### src/rtl/core/spc_pkg.sv
// Shared types and constants of the servo status packet checker.
// No dependencies; used by every module in rtl/core.
package spc_pkg;

  // Operation codes carried on in_tuser
  localparam logic [1:0] OP_START = 2'd0;
  localparam logic [1:0] OP_BYTE  = 2'd1;
  localparam logic [1:0] OP_TICK  = 2'd2;

  // Verdict codes
  localparam logic [2:0] VERDICT_OK       = 3'd0;
  localparam logic [2:0] VERDICT_HEADER   = 3'd1;
  localparam logic [2:0] VERDICT_ID       = 3'd2;
  localparam logic [2:0] VERDICT_LENGTH   = 3'd3;
  localparam logic [2:0] VERDICT_CHECKSUM = 3'd4;

  // Configuration register indexes
  localparam int unsigned CFG_INDEX_W = 2;
  localparam int unsigned CFG_DATA_W  = 16;
  localparam logic [CFG_INDEX_W-1:0] CFG_EXPECTED_ID     = 2'd0;
  localparam logic [CFG_INDEX_W-1:0] CFG_EXPECTED_LENGTH = 2'd1;
  localparam logic [CFG_INDEX_W-1:0] CFG_TIMEOUT_LIMIT   = 2'd2;

  // Protocol constants
  localparam logic [7:0]  BROADCAST_ID  = 8'hFE;
  localparam logic [7:0]  HEADER_BYTE   = 8'hFF;
  localparam logic [7:0]  SUM_GOOD      = 8'hFF;
  localparam logic [7:0]  OPEN_LENGTH   = 8'hFF;
  localparam logic [7:0]  MAX_COUNT     = 8'hFF;
  localparam logic [7:0]  MIN_CHECKED   = 8'd3;
  localparam logic [7:0]  FRAME_OVERHEAD = 8'd4;

  // Reset values of the configuration registers
  localparam logic [7:0]  RST_EXPECTED_ID     = 8'd254;
  localparam logic [7:0]  RST_EXPECTED_LENGTH = 8'd6;
  localparam logic [15:0] RST_TIMEOUT_LIMIT   = 16'd30000;

  localparam int unsigned OUT_TDATA_W = 24;

  typedef struct packed {
    logic [1:0] operation;
    logic [7:0] rx_byte;
  } in_item_t;

  // Packed so that received_length lands in the lowest bits
  typedef struct packed {
    logic       flush_request;
    logic       timed_out;
    logic [7:0] return_length;
    logic [2:0] verdict;
    logic [7:0] received_length;
  } result_t;

  localparam int unsigned RESULT_W = $bits(result_t);

endpackage

### src/rtl/core/spc_core.sv
// Packet state, configuration registers and verdict logic of the checker.
// Depends on spc_pkg for codes, constants and types.
module spc_core (
  input  logic                            clk,
  input  logic                            rst_n,
  input  logic                            cfg_wr_en,
  input  logic [spc_pkg::CFG_INDEX_W-1:0] cfg_index,
  input  logic [spc_pkg::CFG_DATA_W-1:0]  cfg_wdata,
  input  logic                            step,
  input  spc_pkg::in_item_t               item,
  output logic                            res_valid,
  output spc_pkg::result_t                res
);

  // Configuration
  logic [7:0]  expected_id_r;
  logic [7:0]  expected_length_r;
  logic [15:0] timeout_limit_r;

  // Packet state
  logic        receiving_r, receiving_nxt;
  logic [7:0]  byte_count_r, byte_count_nxt;
  logic        header_good_r, header_good_nxt;
  logic        id_good_r, id_good_nxt;
  logic [7:0]  length_field_r, length_field_nxt;
  logic [7:0]  running_sum_r, running_sum_nxt;
  logic [15:0] idle_ticks_r, idle_ticks_nxt;

  // Updated state before the end-of-packet clear
  logic        upd_receiving;
  logic [7:0]  upd_count;
  logic        upd_header_good;
  logic        upd_id_good;
  logic [7:0]  upd_length_field;
  logic [7:0]  upd_sum;
  logic [15:0] upd_idle;
  logic        fin;
  logic        fin_tmo;

  logic        checked;
  logic [2:0]  verdict;
  logic        flush;

  // Register writes
  always_ff @(posedge clk) begin
    if (!rst_n) begin
      expected_id_r     <= spc_pkg::RST_EXPECTED_ID;
      expected_length_r <= spc_pkg::RST_EXPECTED_LENGTH;
      timeout_limit_r   <= spc_pkg::RST_TIMEOUT_LIMIT;
    end else if (cfg_wr_en) begin
      case (cfg_index)
        spc_pkg::CFG_EXPECTED_ID:     expected_id_r     <= cfg_wdata[7:0];
        spc_pkg::CFG_EXPECTED_LENGTH: expected_length_r <= cfg_wdata[7:0];
        spc_pkg::CFG_TIMEOUT_LIMIT:   timeout_limit_r   <= cfg_wdata;
        default: ;
      endcase
    end
  end

  // Advance the packet state by one request
  always_comb begin
    upd_receiving    = receiving_r;
    upd_count        = byte_count_r;
    upd_header_good  = header_good_r;
    upd_id_good      = id_good_r;
    upd_length_field = length_field_r;
    upd_sum          = running_sum_r;
    upd_idle         = idle_ticks_r;
    fin              = 1'b0;
    fin_tmo          = 1'b0;
    case (item.operation)
      spc_pkg::OP_START: begin
        upd_receiving    = 1'b1;
        upd_count        = 8'd0;
        upd_header_good  = 1'b1;
        upd_id_good      = 1'b1;
        upd_length_field = 8'd0;
        upd_sum          = 8'd0;
        upd_idle         = 16'd0;
        fin              = (expected_length_r == 8'd0);
      end
      spc_pkg::OP_BYTE: begin
        if (receiving_r) begin
          upd_idle = 16'd0;
          if (byte_count_r < 8'd2) begin
            if (item.rx_byte != spc_pkg::HEADER_BYTE) begin
              upd_header_good = 1'b0;
            end
          end else begin
            if (byte_count_r == 8'd2 && item.rx_byte != expected_id_r) begin
              upd_id_good = 1'b0;
            end
            if (byte_count_r == 8'd3) begin
              upd_length_field = item.rx_byte;
            end
            upd_sum = running_sum_r + item.rx_byte;
          end
          if (byte_count_r != spc_pkg::MAX_COUNT) begin
            upd_count = byte_count_r + 8'd1;
          end
          fin = (upd_count >= expected_length_r);
        end
      end
      spc_pkg::OP_TICK: begin
        if (receiving_r) begin
          if (idle_ticks_r >= timeout_limit_r) begin
            fin     = 1'b1;
            fin_tmo = 1'b1;
          end else begin
            upd_idle = idle_ticks_r + 16'd1;
          end
        end
      end
      default: ;
    endcase
  end

  // Judge the packet; first failing check wins
  always_comb begin
    checked = (expected_id_r != spc_pkg::BROADCAST_ID);
    verdict = spc_pkg::VERDICT_OK;
    if (checked && upd_count > spc_pkg::MIN_CHECKED) begin
      if (!upd_header_good) begin
        verdict = spc_pkg::VERDICT_HEADER;
      end else if (!upd_id_good) begin
        verdict = spc_pkg::VERDICT_ID;
      end else if (upd_length_field != upd_count - spc_pkg::FRAME_OVERHEAD) begin
        verdict = spc_pkg::VERDICT_LENGTH;
      end else if (upd_sum != spc_pkg::SUM_GOOD) begin
        verdict = spc_pkg::VERDICT_CHECKSUM;
      end
    end
    flush = checked && ((fin_tmo && expected_length_r != spc_pkg::OPEN_LENGTH)
                        || verdict != spc_pkg::VERDICT_OK);
  end

  assign res_valid           = step && fin;
  assign res.received_length = upd_count;
  assign res.verdict         = verdict;
  assign res.return_length   = (verdict == spc_pkg::VERDICT_OK) ? upd_count : 8'd0;
  assign res.timed_out       = fin_tmo;
  assign res.flush_request   = flush;

  // Commit the update, or clear the packet once it ends
  always_comb begin
    receiving_nxt    = receiving_r;
    byte_count_nxt   = byte_count_r;
    header_good_nxt  = header_good_r;
    id_good_nxt      = id_good_r;
    length_field_nxt = length_field_r;
    running_sum_nxt  = running_sum_r;
    idle_ticks_nxt   = idle_ticks_r;
    if (step) begin
      if (fin) begin
        receiving_nxt    = 1'b0;
        byte_count_nxt   = 8'd0;
        header_good_nxt  = 1'b1;
        id_good_nxt      = 1'b1;
        length_field_nxt = 8'd0;
        running_sum_nxt  = 8'd0;
        idle_ticks_nxt   = 16'd0;
      end else begin
        receiving_nxt    = upd_receiving;
        byte_count_nxt   = upd_count;
        header_good_nxt  = upd_header_good;
        id_good_nxt      = upd_id_good;
        length_field_nxt = upd_length_field;
        running_sum_nxt  = upd_sum;
        idle_ticks_nxt   = upd_idle;
      end
    end
  end

  always_ff @(posedge clk) begin
    if (!rst_n) begin
      receiving_r    <= 1'b0;
      byte_count_r   <= 8'd0;
      header_good_r  <= 1'b1;
      id_good_r      <= 1'b1;
      length_field_r <= 8'd0;
      running_sum_r  <= 8'd0;
      idle_ticks_r   <= 16'd0;
    end else begin
      receiving_r    <= receiving_nxt;
      byte_count_r   <= byte_count_nxt;
      header_good_r  <= header_good_nxt;
      id_good_r      <= id_good_nxt;
      length_field_r <= length_field_nxt;
      running_sum_r  <= running_sum_nxt;
      idle_ticks_r   <= idle_ticks_nxt;
    end
  end

endmodule

### config.mk
export PLATFORM = sky130hd
export DESIGN_NAME = spc_core
export DESIGN_NICKNAME = d
export VERILOG_FILES = /design/src/rtl/core/spc_pkg.sv /design/src/rtl/core/spc_core.sv
export SDC_FILE = /design/constraint.sdc
export NUM_CORES = 1
export LEC_CHECK = 0
export ABC_AREA = 1
export CORE_MARGIN = 2
export CORE_UTILIZATION = 45
export CTS_CLUSTER_SIZE = 40
export DETAILED_ROUTE_END_ITERATION = 6
export DONT_BUFFER_PORTS = 1
export PLACE_DENSITY = 0.7
export SLEW_MARGIN = 15
export SYNTH_ARGS = -nofsm -noshare
export SYNTH_HDL_FRONTEND = slang
export SYNTH_SLANG_ARGS = --single-unit
### constraint.sdc
create_clock -name clk -period 3.95 [get_ports clk]
set_input_delay 0.5925 -clock clk [delete_from_list [all_inputs] [get_ports clk]]
set_output_delay 0.5925 -clock clk [all_outputs]
set_load 0.02 [all_outputs]
==> metrics.txt <==
Reg-to-Reg End idle_ticks_r[7]; Synth area leader dfxtp_1; routed len/inst 15.09 µm; Critical Path Source Type flip-flop; Syn Nets 924; Final period util 95.56%; Port Buf Inserts 0; I/O pin total 54; register area share after synthesis 27.21%; # Max-Cap Violations 0; worst path arrival time 3.18 ns; Netlist cell types 43; Slew Limit Fails 0; share of layout cells above drive strength 1 12.30%; Mapped Cells 855; largest net degree at the start of global routing 49; Worst R2R Start byte_count_r[0]; R2R depth 17; Die Width 114.7 µm; post-DP HPWL 10,960 µm; total internal power 1301 µW; Synth-to-Final Area Change 11.43%; # setup viols final 0; clk sinks 75; Pleak 0.002888 µW; number of global-route vias before repair 4,875; Crit. End Element output port; Final nets 934; Logic pwr share 13.3%; CTS tree done; Avg Inst Size Synth 6.454 µm²; Overflow after GRT 0; Vias/cell 5.404; global-route wire length before repair 24,180 µm; Sw Ratio 29.58%; Post-synth top flop dfxtp_1; Worst Tran Pin Value 1.113 ns; minimum clock period 3.775 ns; status completed; Psw 546.2 µW; Vias 5,496; final WL 15,350 µm; 1st-iter DRT viols 479; main area contributors after synthesis dfxtp_1 27%, nand2_1 17%, ha_1 8.2%, a21oi_1 8.0%, inv_1 7.0%; Worst Skew 0.01057 ns; Clk pwr share 43.0%; Yosys top cell area share 27.21%; clock slew at reported path FFs 0.07 ns; clock root cell clkbuf_16; Post-Syn Area 5518 µm²; core area 12,010 µm²; Worst EP required 3.36 ns; Pwr per Cell Area 300.4 nW/µm²; drt pass-1 iters 7; sequential share of power 43.7%; Die Height 114.7 µm; yosys warns 0; crit path max fanout 6; Num CTS Buffers 9; Seq cells post-synth 75; Peak Freq 264.9 MHz; gp weighted congestion 0.9415; async set-or-reset flop fraction in the synthesized netlist 0%; HP Class input port to flip-flop; CTS HTree Levels 3; row count 40; Die ar. 13,160 µm²; Worst Setup EP res[17]; initial antenna violation count 0; Clock Path Buffers 2; clock latency on the worst-skew pair 0.35 ns; fin util 51.19%; CP Launch Point byte_count_r[0]; non-filler cells, final 1,017; worst relative slew slack 25.12%; Crit Path Class flip-flop to output port; Starting Density 45.94%; r2r setup slk 0.64 ns; final hold violations 0; DRC viols 0; Post-synth EDFFs 0; Post-DRT Antenna Nets 0; peak supply drop 0.0001753 V; hold buffer count at cts 0; GRT Total Usage 23.12%; # placed instances 989; antenna cells 0
## placed cells by master (no fill, tap or decap), types with 2 or more instances in the layout
master | netlist | layout
a211oi_1 | 2 | 2
nand3_4 | 1 | 2
nand3_2 | 5 | 7
ha_1 | 36 | 34
inv_1 | 103 | 103
nand2_1 | 244 | 243
nor3_2 | 2 | 2
nor4_1 | 5 | 5
clkbuf_16 | 0 | 9
nand2_4 | 3 | 4
o21ai_2 | 3 | 2
clkinv_4 | 0 | 3
inv_2 | 11 | 10
nor3_1 | 12 | 12
nor2_4 | 4 | 5
o21ai_0 | 41 | 41
a21oi_2 | 2 | 3
o211ai_1 | 11 | 11
and2_1 | 2 | 2
buf_4 | 6 | 27
o21bai_1 | 2 | 2
inv_6 | 0 | 3
nand3b_1 | 2 | 2
nand4_1 | 12 | 12
ha_4 | 0 | 2
xor2_1 | 9 | 9
nor2_1 | 42 | 42
a21oi_1 | 88 | 87
o21ai_1 | 4 | 4
dfxtp_2 | 0 | 6
nand3_1 | 61 | 59
nor2_2 | 6 | 5
nand2_2 | 10 | 10
dfxtp_4 | 0 | 2
xnor2_1 | 15 | 15
a21o_1 | 3 | 3
dfxtp_1 | 75 | 67
## power by group through the flow
stage	clock network (µW)	registers, µW	logic, µW
floorplan	0	818	192
global placement	0	824	227
detailed placement	0	825	232
CTS	804	808	233
global route	836	811	276
finish	794	808	245
## worst min path at each step
stage                                     end                 from  slack (ns)  cells after the start
after floorplan           timeout_limit_r[11]  timeout_limit_r[11]        0.44                      2
after global placement     timeout_limit_r[2]   timeout_limit_r[2]        0.45                      2
after detailed placement   timeout_limit_r[1]   timeout_limit_r[1]        0.45                      2
after CTS                    expected_id_r[6]                rst_n        0.32                      1
after global routing         expected_id_r[6]                rst_n        0.32                      1
final                     timeout_limit_r[10]                rst_n        0.34                      1
## repair_timing
item,4_1_cts,5_1_grt
gates resized for setup,1,23
cloned,0,1
setup buffers,0,11
pin swaps,0,10
setup endpoints to repair,9,11
## Yosys cell counts, drive strengths merged, types with 2 or more instances
library cell	instances
a211oi	2
xnor2	15
and2	2
a21oi	90
nor3	14
inv	114
xor2	9
ha	36
dfxtp	75
clkbuf	15
o21ai	48
a21o	3
nand4	12
buf	15
nor4	5
a21boi	2
nand2	257
o211ai	11
nand3	67
o21bai	2
nand3b	2
nor2	53
## critical path: stages, from the launching register on
cell,delay [ns]
dfxtp_4,0.38
ha_4,0.17
nand2_4,0.06
nor2_4,0.16
nand2_4,0.10
nand3_2,0.08
nand2_2,0.06
nand2_4,0.16
inv_6,0.05
ha_4,0.25
nand3b_1,0.09
nand2_1,0.05
nor2_1,0.10
nand2_1,0.08
nor2_1,0.11
nand4_1,0.18
nor2_1,0.17
nand3_2,0.17
nand3_4,0.18
nor2_1,0.06
buf_4,0.16
## metal layers
metal	vias to the layer above	GRT usage [%]	wire length, µm
li1	2814	-	-
met1	2479	29.89	6842
met2	166	37.95	7099
met3	37	5.640	999
met4	0	7.871	406
met5	-	0	0
## state kept, by name, indices dropped and copies added (netlist names), 8 cells and up
| signal | flops |
|---|---|
| idle_ticks_r | 16 |
| timeout_limit_r | 16 |
| byte_count_r | 8 |
| expected_id_r | 8 |
| expected_length_r | 8 |
| length_field_r | 8 |
| running_sum_r | 8 |
## final cells by class
type / instances / area (µm²)
clock buffer: 10 / 229.0
timing repair buffer: 28 / 217.7
multi-input combinational: 637 / 3520
clock inverter: 6 / 48.80
sequential: 75 / 1516
inverter: 114 / 432.9
tap: 147 / 183.9
fill: 1242 / 5863
## stage by stage
step                hold WS (ns)  TNS, ns  instance area (µm²)  power [µW]  setup WS [ns]
floorplan                 0.4353        0                 5518        1009         0.6409
global placement          0.4474        0                 5688        1052         0.4212
detailed placement        0.4546        0                 5688        1057         0.3440
CTS                       0.3211        0                 5968        1845       0.004290
global route              0.3184  -0.3123                 6148        1923       -0.05204
finish                    0.3439        0                 6148        1847         0.1753
## logic make-up (layout without fill, tap and decap cells)
logic type / Yosys count / after routing / synth area share [%]
xor+xnor: 24 / 24 / 3.810
compound gates: 162 / 162 / 16.24
buf+inv: 144 / 158 / 10.39
fa+ha+maj: 37 / 37 / 8.526
simple gates: 413 / 414 / 33.83
flops: 75 / 75 / 27.21
No activity file was read; power rests on OpenSTA's default activity.
